`config.mk`:
```
export PLATFORM = sky130hd
export DESIGN_NAME = tsg_div_lane
export DESIGN_NICKNAME = d
export VERILOG_FILES = /design/src/rtl/tet_shape_gradient_volume_macros.svh /design/src/rtl/tsg_pkg.sv /design/src/rtl/tsg_div_lane.sv
export SDC_FILE = /design/constraint.sdc
export NUM_CORES = 1
export LEC_CHECK = 0
export BUFFER_PORTS_ARGS = -buffer_cell sky130_fd_sc_hd__buf_4
export CAP_MARGIN = 10
export CORE_UTILIZATION = 50
export DETAILED_ROUTE_END_ITERATION = 10
export GPL_TIMING_DRIVEN = 0
export PLACE_DENSITY = 0.73
export SYNTH_ARGS = -nofsm -noshare
export SYNTH_HDL_FRONTEND = slang
export SYNTH_SLANG_ARGS = --single-unit
```
`constraint.sdc`:
```
create_clock -name clk -period 10.75 [get_ports clk]
set_input_delay 1.075 -clock clk [delete_from_list [all_inputs] [get_ports clk]]
set_output_delay 1.075 -clock clk [all_outputs]
set_load 0.03 [all_outputs]
```
`src/rtl/tet_shape_gradient_volume_macros.svh`:
```
// Assertion macros for the tetrahedron gradient block
`ifndef TET_SHAPE_GRADIENT_VOLUME_MACROS_SVH
`define TET_SHAPE_GRADIENT_VOLUME_MACROS_SVH
// property must hold on every edge out of reset
`define TSG_ASSERT(lbl, prop, msg) \
	lbl: assert property (@(posedge clk) disable iff (!arst_n) (prop)) else $error(msg);
// antecedent implies consequent in the next cycle
`define TSG_ASSERT_NEXT(lbl, ante, cons, msg) \
	lbl: assert property (@(posedge clk) disable iff (!arst_n) (ante) |=> (cons)) \
		else $error(msg);
`endif

```
`src/rtl/tsg_pkg.sv`:
```
package tsg_pkg;
	localparam int COORD_WIDTH_DEF = 16;
	localparam int GRAD_SHIFT = 24;
	localparam int NUM_CORNERS = 4;
	localparam int CORNER_W = 2;
	localparam int GRAD_W = 32;
	localparam int VOL_W = 52;
	localparam int IN_W = 16;
	// dividend magnitude width: cofactor (<= 2*(w+1)+2 bits) shifted by 24
	localparam int NUM_W = 2 * (COORD_WIDTH_DEF + 1) + 2 + GRAD_SHIFT;
	localparam int DEN_W = 3 * (COORD_WIDTH_DEF + 1) + 2;
	localparam int QUOT_W = 34;

	typedef enum logic [1:0] {
		SGN_NONE = 2'd0,
		SGN_POS  = 2'd1,
		SGN_NEG  = 2'd2,
		SGN_RSVD = 2'd3
	} sgn_t;

	typedef enum logic [2:0] {
		ST_IDLE,
		ST_DET,
		ST_DIV,
		ST_OUT
	} state_t;

	typedef struct packed {
		logic signed [IN_W-1:0] node0_x;
		logic signed [IN_W-1:0] node0_y;
		logic signed [IN_W-1:0] node0_z;
		logic signed [IN_W-1:0] node1_x;
		logic signed [IN_W-1:0] node1_y;
		logic signed [IN_W-1:0] node1_z;
		logic signed [IN_W-1:0] node2_x;
		logic signed [IN_W-1:0] node2_y;
		logic signed [IN_W-1:0] node2_z;
		logic signed [IN_W-1:0] node3_x;
		logic signed [IN_W-1:0] node3_y;
		logic signed [IN_W-1:0] node3_z;
	} in_word_t;

	typedef struct packed {
		logic [CORNER_W-1:0]      corner;
		logic signed [GRAD_W-1:0] grad_x;
		logic signed [GRAD_W-1:0] grad_y;
		logic signed [GRAD_W-1:0] grad_z;
		logic [VOL_W-1:0]         volume;
		logic                     inverted;
		logic                     degenerate;
		logic                     last;
	} out_word_t;

	// lane control from sequencer
	typedef struct packed {
		logic start;
		logic neg;
		logic zero_num;
		logic zero_den;
		logic num_pos;
	} lane_ctl_t;
endpackage

```
`src/rtl/tsg_div_lane.sv`:
```
// Restoring divider lane: one quotient bit per cycle, saturated to Q16.16.
module tsg_div_lane #(
	parameter int NUM_W = tsg_pkg::NUM_W,
	parameter int DEN_W = tsg_pkg::DEN_W
) (
	input  logic                        clk,
	input  logic                        arst_n,
	input  tsg_pkg::lane_ctl_t          ctl,
	input  logic [NUM_W-1:0]            num_mag,
	input  logic [DEN_W-1:0]            den_mag,
	output logic                        done,
	output logic signed [tsg_pkg::GRAD_W-1:0] grad
);
	localparam int CNT_W = $clog2(NUM_W + 1);
	localparam int QW = tsg_pkg::QUOT_W;
	logic [NUM_W-1:0]  n_q;
	logic [DEN_W:0]    r_q;
	logic [QW-1:0]     q_q;
	logic [CNT_W-1:0]  cnt_q;
	logic              busy_q;
	tsg_pkg::lane_ctl_t c_q;
	logic [DEN_W:0]    r_sh;
	logic              ge;
	logic [QW-1:0]     q_nx;

	assign r_sh = {r_q[DEN_W-1:0], n_q[NUM_W-1]};
	assign ge   = r_sh >= {1'b0, den_mag};
	always_comb begin
		q_nx = {q_q[QW-2:0], ge};
		// cap keeps the quotient above any saturation threshold
		if (q_q[QW-1] | q_q[QW-2]) q_nx = {2'b01, {(QW-2){1'b0}}};
	end

	always_ff @(posedge clk or negedge arst_n) begin
		if (!arst_n) begin
			busy_q <= 1'b0;
			cnt_q  <= '0;
		end else if (ctl.start) begin
			busy_q <= 1'b1;
			cnt_q  <= CNT_W'(NUM_W);
		end else if (busy_q) begin
			cnt_q <= cnt_q - 1'b1;
			if (cnt_q == CNT_W'(1)) busy_q <= 1'b0;
		end
	end

	always_ff @(posedge clk) begin
		if (ctl.start) begin
			n_q <= num_mag;
			r_q <= '0;
			q_q <= '0;
			c_q <= ctl;
		end else if (busy_q) begin
			n_q <= {n_q[NUM_W-2:0], 1'b0};
			r_q <= ge ? r_sh - {1'b0, den_mag} : r_sh;
			q_q <= q_nx;
		end
	end

	assign done = !busy_q;

	always_comb begin
		if (c_q.zero_den) begin
			if (c_q.zero_num)     grad = '0;
			else if (c_q.num_pos) grad = 32'sh7FFF_FFFF;
			else                  grad = 32'sh8000_0000;
		end else if (c_q.neg) begin
			if (q_q > QW'(33'h0_8000_0000)) grad = 32'sh8000_0000;
			else grad = 32'(-q_q);
		end else begin
			if (q_q > QW'(33'h0_7FFF_FFFF)) grad = 32'sh7FFF_FFFF;
			else grad = 32'(q_q);
		end
	end
endmodule

```
After elaboration in Yosys (flattened, before gate mapping)
Cells that the tools add are included.
- add/sub/neg operators: 3
- $lt $le $gt $ge: 3
- equal/unequal tests: 1
- mux-type cells: 15
- bitwise operators: 1
- reductions and logical operators: 2
- operators with widths (operator ; count):
    $mux 32 ; 6
    $mux 60 ; 2
    $ge 54x53->1 ; 1
    $mux 53 ; 1
    $sub 53x53->53 ; 1
    $gt 34x31->1 const B ; 1
    $gt 34x32->1 const B ; 1
    $mux 34 ; 1
    $neg 32->32 ; 1
    $mux 6 ; 2
    $eq 6x1->1 const B ; 1
    $sub 6x1->6 const B ; 1
    $mux 1 ; 3
    $reduce_bool 2->1 ; 1
    $logic_not 1->1 ; 1
    $or 1x1->1 ; 1
- flip-flop bits (word level): 158
- input bits: 120
- output and inout port bits: 33
- logic and storage cells: 34

Depth between registers and ports, before layout
Gate-level depths: netlist of run 1.
- depth after elaboration: 4
- mapped depth: 16

Worst setup path after synthesis of run 1
No wires, ideal clock.
- path kind: reg-to-output
- start: register q_q[0]
- end: output grad[28] (netlist bit)
- arrival time: 3.442 ns
- required time: 9.675 ns
- setup slack: 6.233 ns
- cell stages (with the launch flop): 12
- cell sequence: dfxtp_1 > inv_1 > ha_1 > or4b_4 > or3_4 > nand2b_4 > or4_4 > or3_4 > or3_4 > o21ai_0 > a221oi_1 > o21ai_1
- word-level cells in the longest chain between the ends: 4
- RTL lines (item ; RTL line ; RTL):
    start: declaration ; tsg_div_lane.sv:18 ; logic [QW-1:0] q_q;
    start signal: assignment ; tsg_div_lane.sv:56 ; q_q <= q_nx;
    $neg 32->32 (tied with other cells) ; tsg_div_lane.sv:69 ; else grad = 32'(-q_q);
    $mux 32, on equally long branches ; tsg_div_lane.sv:68, tsg_div_lane.sv:71 ;
    $mux 32 (*) ; tsg_div_lane.sv:67 ; end else if (c_q.neg) begin
    $mux 32 (*) ; tsg_div_lane.sv:63 ; if (c_q.zero_den) begin
    end: declaration ; tsg_div_lane.sv:12 ; output logic signed [tsg_pkg::GRAD_W-1:0] grad
Every way passes the cells marked *; elsewhere a longest branch is shown, timed or not.

Worst setup path after layout of run 1
- start: register q_q[1]
- end: output grad[27] (netlist bit)
Same word-level chain as after synthesis.

==> impl_metrics.toml, run 1 <==
[status]
outcome = "completed"

[synth]
synth_compound_area_frac = 0.246
postSynth.asyncResetShare = 0.0443
ys_warn_count = 0
synth_commonest_cells = "sky130_fd_sc_hd__a21oi_1, sky130_fd_sc_hd__nor2_1, sky130_fd_sc_hd__nand2_1"
ys_top_cells_by_area = "sky130_fd_sc_hd__edfxtp_1, sky130_fd_sc_hd__dfxtp_1, sky130_fd_sc_hd__ha_1"
yosysTopAreaCellShare = 0.177
gate_count_post_synth = 1269
syn_area_um2 = 10900
synth.mux.area_fraction = 0.0723
avgSynthCellArea_um2 = 8.55
synth_adder_area_share = 0.0664
cell_taking_the_most_area_after_synthesis = "sky130_fd_sc_hd__edfxtp_1"
number_of_nets_produced_by_synthesis = 1446
synth-xor-area-share = 0.0371
post-synth-top-count-cell = "sky130_fd_sc_hd__a21oi_1"
synthSimpleGateAreaFrac = 0.169
synth_top_family_by_area = "compound AO/OA/AOI/OAI gates"
synth_seq_cells = 158
synth_top_flop_cell = "sky130_fd_sc_hd__dfxtp_1"
synth_cell_type_count = 72
synth-edff-count = 64
register_area_share_after_synthesis = 0.354

[die]
initial_utilization = 0.513
die_height_um = 149
die_w_um = 149
core.rowCount = 53
core_area_um2 = 21200
io-pin-count = 153
die_area_um2 = 22300

[worst_setup_path]
startpoint_type = "register"
worst_r2r_startpoint = "n_q[59]"
end_kind = "primary output"
timing.reg2reg.setup_slack_ps = 6490
ff2ff_path_depth = 15
worst-setup-path-type = "reg -> out"
worst_r2r_endpoint = "r_q[46]"
timing.critical_path.arrival_ps = 4230
critPathRequiredTime_ps = 9680
top_fanout_value_on_the_critical_path = 10

[timing]
report.final.slew_viol_count = 0
timing.final.hold_violations = 0
fin_worst_skew_ps = 17.5
period_needed_ps = 5300
report.final.setup_viol = 0
share_of_the_clock_period_used_by_the_worst_path = 0.493
max_slew.worst_pin.slew_ps = 1120
normalized_max_slew_margin = 0.244
max_freq_mhz = 189
grt_setup_unrepaired = "false"
layout_setup_ws_ps = 5450
setup_total_negative_slack_ps = 0

[place]
place_congestion = 0.932
detailedPlacementHpwl_um = 22900
numPortBuffers = 152
pre_cts_ws_ps = 5830

[final_layout]
layout.nets = 1618
area_growth_pct = 19.4
drive_gt1_frac = 0.183
num-fill-cells = 1892

[drt]
detail-route-antenna-nets = 0
finalWirelength_um = 30500
detail_route.vias_per_cell = 5.92
firstDrtPassIters = 5
routed_wire_length_per_instance_um = 17.7
dr_total_vias = 10246
initial_drc_count = 752
drc_errors = 0

[global_routing]
grt_antenna_before_repair = 1
grt_pass1_wl_um = 48600
gr-total-overflow = 0
grt_max_degree = 44
via_count_of_the_first_global_routing_pass = 9720
groute.usage.overall = 0.275

[cts]
cts_repair_resize_count = 0
cts_max_path_buffers = 2
cts_htree_levels = 4
cts_root_buf = "sky130_fd_sc_hd__clkbuf_16"
clkSlewWorstSetupHoldPaths_ps = 70
cts_setup_buffers = 0
cts_tree = "built"
clk_latency_ps = 440
numCtsBuffers = 17
cts_hold_repair.buffers = 0
clock_sinks = 158

[worst_hold_path]
worstHoldPathType = "in -> async"

[flow_run]
cap_violations = 0

[power_and_ir_drop]
cellPowerDensity_nw_per_um2 = 226
vdd_drop_max_uv = 113
power.static_leakage_uw = 0.00571
## worst max-delay path, cell delays in order (launching register included)
cell and delay [ps]:
sky130_fd_sc_hd__dfxtp_1 350, sky130_fd_sc_hd__inv_1 90, sky130_fd_sc_hd__ha_1 220, sky130_fd_sc_hd__or4b_4 510, sky130_fd_sc_hd__or3_4 430, sky130_fd_sc_hd__nand2b_4 170, sky130_fd_sc_hd__o21ai_0 210, sky130_fd_sc_hd__nand2_1 100
sky130_fd_sc_hd__inv_1 210, sky130_fd_sc_hd__nand2_1 290, sky130_fd_sc_hd__clkbuf_1 330, sky130_fd_sc_hd__nor3b_1 320, sky130_fd_sc_hd__a21oi_1 80, sky130_fd_sc_hd__a22oi_1 250, sky130_fd_sc_hd__buf_4 210
## flip-flops by register name, summed over array words and instances, names as in the netlist
signal  count
n_q        60
r_q        53
q_q        34
cnt_q       6
c_q         4
busy_q      1
## routing by layer
layer  track usage  part of all wire  vias up
li1              -                 -     5042
met1         0.370              0.46     4771
met2         0.450              0.46      374
met3        0.0437             0.058       59
met4        0.0852             0.023        0
met5             0                 0        -
## per-stage QoR
| stage | cells | total power, uW | instance area (um2) | utilization | hold WS [ps] |
|---|---|---|---|---|---|
| after floorplan | 1269 | 1910 | 10900 | - | 451 |
| after global placement | 1696 | 2260 | 12300 | 0.583 | 473 |
| after detailed placement | 1697 | 2280 | 12400 | 0.584 | 482 |
| after CTS | 1729 | 2910 | 13000 | 0.613 | 433 |
| after global routing | 1729 | 3130 | 13000 | 0.613 | 437 |
| final | 1730 | 2930 | 13000 | 0.613 | 432 |
## layout make-up
cell class / instances / area (um2) / share of cell area
Clock inverter: 15 / 178 / 0.0137
Tap cell: 275 / 344 / 0.0265
Inverter: 79 / 297 / 0.0229
Sequential cell: 158 / 3840 / 0.296
Buffer: 79 / 305 / 0.0235
Antenna cell: 1 / 2.50 / 0.000193
Multi-Input combinational cell: 953 / 6410 / 0.495
Clock buffer: 17 / 425 / 0.0328
Timing Repair Buffer: 153 / 1160 / 0.0895
## kinds of logic (layout without fill, tap and decap cells)
group	count (synthesis)	count (layout)
fa+ha+maj	57	57
flops	158	158
mux	71	71
simple gates	371	371
buf+inv	158	343
compound gates	408	408
other cells	0	1
xor+xnor	46	46
## where the power goes
part,switching [uW],internal (uW)
Combinational,883,604
Clock,306,318
Sequential,85.0,736
Total,1270,1660
## how the worst max path moves through the flow
stage	start	end	slack (ps)	cells past startpoint
after floorplan	q_q[0]	grad[28]	6230	11
after global placement	den_mag[0]	r_q[46]	5890	16
after detailed placement	den_mag[0]	r_q[46]	5830	15
after CTS	q_q[1]	grad[27]	5590	14
after global routing	q_q[1]	grad[27]	5360	14
final	q_q[1]	grad[27]	5450	14
## layout by cell type (no fill, tap or decap), types with 7 or more instances in the layout
master / synthesis / layout
sky130_fd_sc_hd__nor4_1: 13 / 13
sky130_fd_sc_hd__xnor2_1: 29 / 29
sky130_fd_sc_hd__o21bai_1: 12 / 12
sky130_fd_sc_hd__o211a_1: 12 / 12
sky130_fd_sc_hd__ha_1: 56 / 56
sky130_fd_sc_hd__nor2_1: 105 / 105
sky130_fd_sc_hd__clkbuf_1: 73 / 73
sky130_fd_sc_hd__or3_1: 12 / 12
sky130_fd_sc_hd__inv_8: 0 / 10
sky130_fd_sc_hd__o31ai_1: 14 / 14
sky130_fd_sc_hd__a211oi_1: 42 / 42
sky130_fd_sc_hd__and3_1: 8 / 8
sky130_fd_sc_hd__or4_1: 7 / 7
sky130_fd_sc_hd__buf_4: 1 / 153
sky130_fd_sc_hd__dfrtp_1: 7 / 7
sky130_fd_sc_hd__nand3_1: 27 / 27
sky130_fd_sc_hd__inv_1: 78 / 77
sky130_fd_sc_hd__nor3_1: 40 / 40
sky130_fd_sc_hd__dfxtp_1: 87 / 87
sky130_fd_sc_hd__mux2_2: 59 / 59
sky130_fd_sc_hd__a22o_1: 31 / 31
sky130_fd_sc_hd__nand4_1: 13 / 13
sky130_fd_sc_hd__a21oi_1: 111 / 111
sky130_fd_sc_hd__o211ai_1: 15 / 15
sky130_fd_sc_hd__nor3b_1: 13 / 13
sky130_fd_sc_hd__a21o_1: 31 / 31
sky130_fd_sc_hd__mux2i_1: 12 / 12
sky130_fd_sc_hd__clkbuf_16: 0 / 17
sky130_fd_sc_hd__xor2_1: 17 / 17
sky130_fd_sc_hd__nand2_1: 96 / 96
sky130_fd_sc_hd__edfxtp_1: 64 / 64
sky130_fd_sc_hd__and2_1: 9 / 9
sky130_fd_sc_hd__o21ai_0: 84 / 84
(Power assumes the default switching activity.)
==> run 2, diff against run 1 <==
Settings changed: ABC_AREA from default to 1, PLACE_DENSITY 0.73 to 0.75.
Clock period 10.75 ns to 4.6 ns, I/O delays scaled along.
==> impl_metrics.toml, run 2 <==
[worst_setup_path]
crit_end = "grad[4]"
worst_r2r_startpoint = "n_q[59]"
timing.critical_path.arrival_ps = 2890
worst_r2r_endpoint = "r_q[38]"
ff2ff_path_depth = 13
end_kind = "primary output"
critPathLaunch = "q_q[0]"
top_fanout_value_on_the_critical_path = 10
timing.reg2reg.setup_slack_ps = 1290
worst-setup-path-type = "reg -> out"
startpoint_type = "register"
critPathRequiredTime_ps = 4140

[die]
core_area_um2 = 25400
core.rowCount = 58
initial_utilization = 0.514
io-pin-count = 153
die_area_um2 = 26700
die_height_um = 164
die_w_um = 164

[global_routing]
grt.met2_usage = 0.495
grt_max_degree = 70
groute.usage.overall = 0.309
grt_antenna_before_repair = 0
via_count_of_the_first_global_routing_pass = 12684
use_met3 = 0.0480
grt-busiest-layer = "met2"
gr-total-overflow = 0
grt_pass1_wl_um = 64400
met1_resource_use_gr = 0.418

[drt]
drc_errors = 0
dr_total_vias = 13938
initial_drc_count = 1249
detail-route-antenna-nets = 0
routed_wire_length_per_instance_um = 15.1
detail_route.vias_per_cell = 5.18
firstDrtPassIters = 5
finalWirelength_um = 40600

[status]
outcome = "completed"

[timing]
grt_setup_unrepaired = "false"
fin_worst_skew_ps = 19.3
timing.final.hold_violations = 0
normalized_max_slew_margin = 0.227
report.final.setup_viol = 0
max_freq_mhz = 299
period_needed_ps = 3350
setup_total_negative_slack_ps = 0
max_slew.worst_pin.slew_ps = 1160
report.final.slew_viol_count = 0
share_of_the_clock_period_used_by_the_worst_path = 0.727

[cts]
clock_sinks = 158
clk_latency_ps = 440
numCtsBuffers = 17
cts_setup_buffers = 0
cts_root_buf = "sky130_fd_sc_hd__clkbuf_16"
cts_max_path_buffers = 2
cts_tree = "built"
clkSlewWorstSetupHoldPaths_ps = 80
cts_htree_levels = 4

[place]
place_congestion = 1.02
detailedPlacementHpwl_um = 32400
numPortBuffers = 152

[synth]
cell_taking_the_most_area_after_synthesis = "sky130_fd_sc_hd__nand2_1"
register_area_share_after_synthesis = 0.294
postSynth.asyncResetShare = 0.0443
gate_count_post_synth = 2175
synth_seq_cells = 158
synth-edff-count = 64
post-synth-top-count-cell = "sky130_fd_sc_hd__nand2_1"
ys_top_cells_by_area = "sky130_fd_sc_hd__nand2_1, sky130_fd_sc_hd__edfxtp_1, sky130_fd_sc_hd__dfxtp_1"
ys_warn_count = 0
syn_area_um2 = 13000
yosysTopAreaCellShare = 0.242
synth_top_flop_cell = "sky130_fd_sc_hd__dfxtp_1"
synth_commonest_cells = "sky130_fd_sc_hd__nand2_1, sky130_fd_sc_hd__inv_1, sky130_fd_sc_hd__nand3_1"
number_of_nets_produced_by_synthesis = 2352
synth_cell_type_count = 44
avgSynthCellArea_um2 = 6.00

[power_and_ir_drop]
power.clock.fraction = 0.212
netSwitchingPower_uw = 3310
power.static_leakage_uw = 0.00851
cellPowerDensity_nw_per_um2 = 463
post-layout-total-power_uw = 7050
vdd_drop_max_uv = 219
power_frac_comb = 0.530
p_int_uw = 3740
switching_share = 0.470
power_frac_seq = 0.258

[flow_run]
cap_violations = 0

[final_layout]
layout_commonest_cell = "sky130_fd_sc_hd__nand2_1"
most-common-layout-cells = "sky130_fd_sc_hd__nand2_1, sky130_fd_sc_hd__inv_1, sky130_fd_sc_hd__buf_4"
num-fill-cells = 2577
area_growth_pct = 16.7
drive_gt1_frac = 0.102
largest_registers = "n_q: 60 flops, r_q: 53 flops, q_q: 34 flops"
insertedDiodeCount = 0
largest-register = "n_q"
finalCoreUtilization = 0.600
layout.nets = 2524
number_of_flip_flops_under_the_largest_register_name = 60

[worst_hold_path]
worstHoldPathType = "in -> reg"
==> run 2: changes by cell type after synthesis, moves of 31 or more <==
cell	delta
sky130_fd_sc_hd__mux2_2	-59
sky130_fd_sc_hd__nand3_1	+119
sky130_fd_sc_hd__a22o_1	-31
sky130_fd_sc_hd__nand4_1	+60
sky130_fd_sc_hd__a21oi_1	-81
sky130_fd_sc_hd__a211oi_1	-42
sky130_fd_sc_hd__inv_1	+359
sky130_fd_sc_hd__nand2_1	+746
==> run 2: per-stage QoR <==
| step | hold slack, ps | setup WS [ps] | instances | area, um2 |
|---|---|---|---|---|
| after floorplan | 164 | 1630 | 2175 | 13000 |
| after global routing | 176 | 1040 | 2690 | 15200 |
| after detailed placement | 280 | 1340 | 2657 | 14600 |
| final | 191 | 1250 | 2690 | 15200 |
| after CTS | 181 | 1300 | 2690 | 15200 |
| after global placement | 279 | 362 | 2657 | 14600 |
==> run 2: cells by family after synthesis <==
family	after synthesis	synth area share
buf+inv	513	0.151
compound gates	167	0.0733
simple gates	1226	0.390
flops	158	0.294
xor+xnor	54	0.0362
fa+ha+maj	57	0.0552
==> run 2: final cells by class <==
| cell class | count | area [um2] | area share |
|---|---|---|---|
| multi-input cells | 1504 | 7240 | 0.475 |
| flip-flops and latches | 158 | 3840 | 0.252 |
| inverters | 448 | 1680 | 0.110 |
| repair buffers | 153 | 1150 | 0.0756 |
| clock buffers | 17 | 425 | 0.0279 |
| well taps | 330 | 413 | 0.0271 |
| plain buffers | 65 | 295 | 0.0194 |
| clock inverters | 15 | 189 | 0.0124 |
==> run 2: power by group through the flow <==
stage / clock, uW / sequential [uW] / combinational [uW]
floorplan: 0 / 1810 / 2690
finish: 1490 / 1820 / 3740
detailed placement: 0 / 1850 / 3680
CTS: 1510 / 1820 / 3700
global placement: 0 / 1830 / 3630
global route: 1570 / 1840 / 4190
==> run 2: worst min-delay path by stage <==
stage / slack, ps / depth (start not counted) / end / startpoint
floorplan: 160 / 0 / busy_q / arst_n
global placement: 280 / 1 / cnt_q[1] / arst_n
detailed placement: 280 / 1 / busy_q / arst_n
CTS: 180 / 1 / c_q[1] / ctl[1]
global route: 180 / 1 / c_q[0] / ctl[0]
finish: 190 / 1 / c_q[1] / ctl[1]
==> run 2: metal layers <==
| metal | up-vias | part of all wire | wire (um) |
|---|---|---|---|
| met2 | 480 | 0.45 | 18400 |
| met1 | 6293 | 0.45 | 18300 |
| met3 | 87 | 0.065 | 2660 |
| met4 | 0 | 0.032 | 1290 |
| met5 | - | 0 | 0 |
| li1 | 7078 | - | - |
==> run 2: timing repair <==
item,in CTS,in global routing
endpoints found under the hold margin,7,0
gates resized for setup,0,0
hold buffers,1,0
==> run 2: worst max-delay path, stage by stage (launching register included) <==
cell and delay, ps:
sky130_fd_sc_hd__dfxtp_1 310, sky130_fd_sc_hd__inv_1 130, sky130_fd_sc_hd__ha_1 310, sky130_fd_sc_hd__nand3_2 170, sky130_fd_sc_hd__nor2_4 210, sky130_fd_sc_hd__nand4_1 140, sky130_fd_sc_hd__o21ai_2 210, sky130_fd_sc_hd__nand2_1 110
sky130_fd_sc_hd__clkbuf_1 240, sky130_fd_sc_hd__o21ai_0 320, sky130_fd_sc_hd__nand2_1 80, sky130_fd_sc_hd__nand2_1 70, sky130_fd_sc_hd__buf_4 160
==> run 3, diff against run 2 <==
Settings changed: PLACE_DENSITY 0.75 to 0.72.
Clock period 4.6 ns to 3.5 ns, I/O delays scaled along.
==> impl_metrics.toml, run 3 (synthesis results as in run 2) <==
[status]
outcome = "completed"

[drt]
firstDrtPassIters = 8
drc_errors = 0
dr_total_vias = 13864
finalWirelength_um = 40300
initial_drc_count = 1160
detail-route-antenna-nets = 0
detail_route.vias_per_cell = 5.15
routed_wire_length_per_instance_um = 15.0

[global_routing]
grt_pass1_wl_um = 62200
gr-total-overflow = 0
groute.usage.overall = 0.300
grt_antenna_before_repair = 0
grt_max_degree = 70
via_count_of_the_first_global_routing_pass = 12250

[timing]
max_freq_mhz = 312
report.final.setup_viol = 0
normalized_max_slew_margin = 0.255
fin_worst_skew_ps = 17.0
period_needed_ps = 3210
max_slew.worst_pin.slew_ps = 1110
grt_setup_unrepaired = "false"
setup_total_negative_slack_ps = 0
timing.final.hold_violations = 0
finalHoldWorstSlack_ps = 77.3
share_of_the_clock_period_used_by_the_worst_path = 0.917
report.final.slew_viol_count = 0

[die]
io-pin-count = 153
die_area_um2 = 26700
core.rowCount = 58
initial_utilization = 0.514
die_w_um = 164
core_area_um2 = 25400
die_height_um = 164

[worst_setup_path]
crit_path_max_incr_delay_ps = 470
end_kind = "register"
worst-setup-path-type = "reg -> reg"
timing.critical_path.slowest_stage_cell = "sky130_fd_sc_hd__fa_1"
top_fanout_value_on_the_critical_path = 10
crit_chain = "inv_1, ha_1, inv_1, fa_1, nand2_1, nand3_1, nand2_1, nand3_1, nand2_2, clkbuf_1, nand4_1, nand3_1, nand2_1"
ff2ff_path_depth = 13
startpoint_type = "register"
timing.critical_path.arrival_ps = 3550
critPathRequiredTime_ps = 3840

[final_layout]
most-common-layout-cells = "sky130_fd_sc_hd__nand2_1, sky130_fd_sc_hd__inv_1, sky130_fd_sc_hd__buf_4"
largest_registers = "n_q: 60 flops, r_q: 53 flops, q_q: 34 flops"
finish.instance_area_um2 = 15200
multiInputGateArea_um2 = 7240
largest-register = "n_q"
area_growth_pct = 16.8
layout_commonest_cell = "sky130_fd_sc_hd__nand2_1"
num-fill-cells = 2575
number_of_flip_flops_under_the_largest_register_name = 60
layout.nets = 2524
seqCellArea_um2 = 3840
insertedDiodeCount = 0
drive_gt1_frac = 0.102

[place]
place_congestion = 0.991
detailedPlacementHpwl_um = 31900
numPortBuffers = 152
placedInstanceArea_um2 = 14600

[cts]
clkSlewWorstSetupHoldPaths_ps = 90
cts_root_buf = "sky130_fd_sc_hd__clkbuf_16"
cts_htree_levels = 4
clk_latency_ps = 440
cts_setup_buffers = 0
numCtsBuffers = 17
clock_sinks = 158
cts_tree = "built"
cts_max_path_buffers = 2

[flow_run]
cap_violations = 0

[power_and_ir_drop]
power.static_leakage_uw = 0.00851
cellPowerDensity_nw_per_um2 = 610
vdd_drop_max_uv = 293

[worst_hold_path]
worstHoldPathType = "in -> reg"
worst_hold_path_depth = 1
==> run 3: cell count changes in the layout (fill, tap and decap cells not counted), sizes merged <==
cell    before  now
clkinv       6    8
inv        457  455
buf        172  171
clkbuf      62   63
==> run 3: repair_timing <==
item / CTS / global route
endpoints found under the setup margin: 0 / 1
hold endpoints to repair: 7 / 0
gates resized for setup: 0 / 1
hold buffers: 1 / 0
==> run 3: critical path: cells and delay by family (launching register included) <==
family | cells | cell delay, ps
and+or+nand+nor | 8 | 1330
DFF | 1 | 420
adders and majority gates | 2 | 650
buffers and inverters | 3 | 700
==> run 3: layout make-up <==
| cell class | instances | area share |
|---|---|---|
| buffer | 65 | 0.0195 |
| clock buffer | 17 | 0.0279 |
| clock inverter | 15 | 0.0131 |
| inverter | 448 | 0.110 |
| multi-input combinational | 1504 | 0.475 |
| sequential | 158 | 0.252 |
| tap | 330 | 0.0271 |
| timing repair buffer | 153 | 0.0755 |
==> run 3: path summary, 6_finish.rpt <==
check                                 to  slack, ps    start
worst max register to register   r_q[38]        290  n_q[59]
worst min register to register   q_q[33]        450  q_q[33]
min in group asynchronous       cnt_q[1]        300   arst_n
worst max-delay path             r_q[38]        290  n_q[59]
max in group asynchronous       cnt_q[4]       3060   arst_n
worst min-delay path              c_q[3]         80   ctl[3]
==> run 3: power by group <==
part | switching (uW) | leakage [uW] | total, uW | internal, uW
Sequential | 176 | 0.00149 | 2390 | 2210
Clock | 1000 | 0.000302 | 1990 | 990
Combinational | 3190 | 0.00672 | 4910 | 1710
==> run 3: routing by layer <==
layer | global-route usage | vias to the layer above | wire (um)
met1 | 0.408 | 6287 | 18500
met3 | 0.0399 | 56 | 2540
met2 | 0.498 | 448 | 18500
met5 | 0 | - | 0
met4 | 0.0766 | 0 | 819
li1 | - | 7073 | -
==> run 3: per-stage QoR <==
stage               setup WS [ps]  cells  power [uW]  utilization
floorplan                     559   2175        5910            -
global placement             -668   2657        7180        0.575
detailed placement            163   2657        7240        0.575
CTS                           190   2690        9240        0.600
global route                 96.1   2690        9960        0.600
finish                        291   2690        9290        0.600
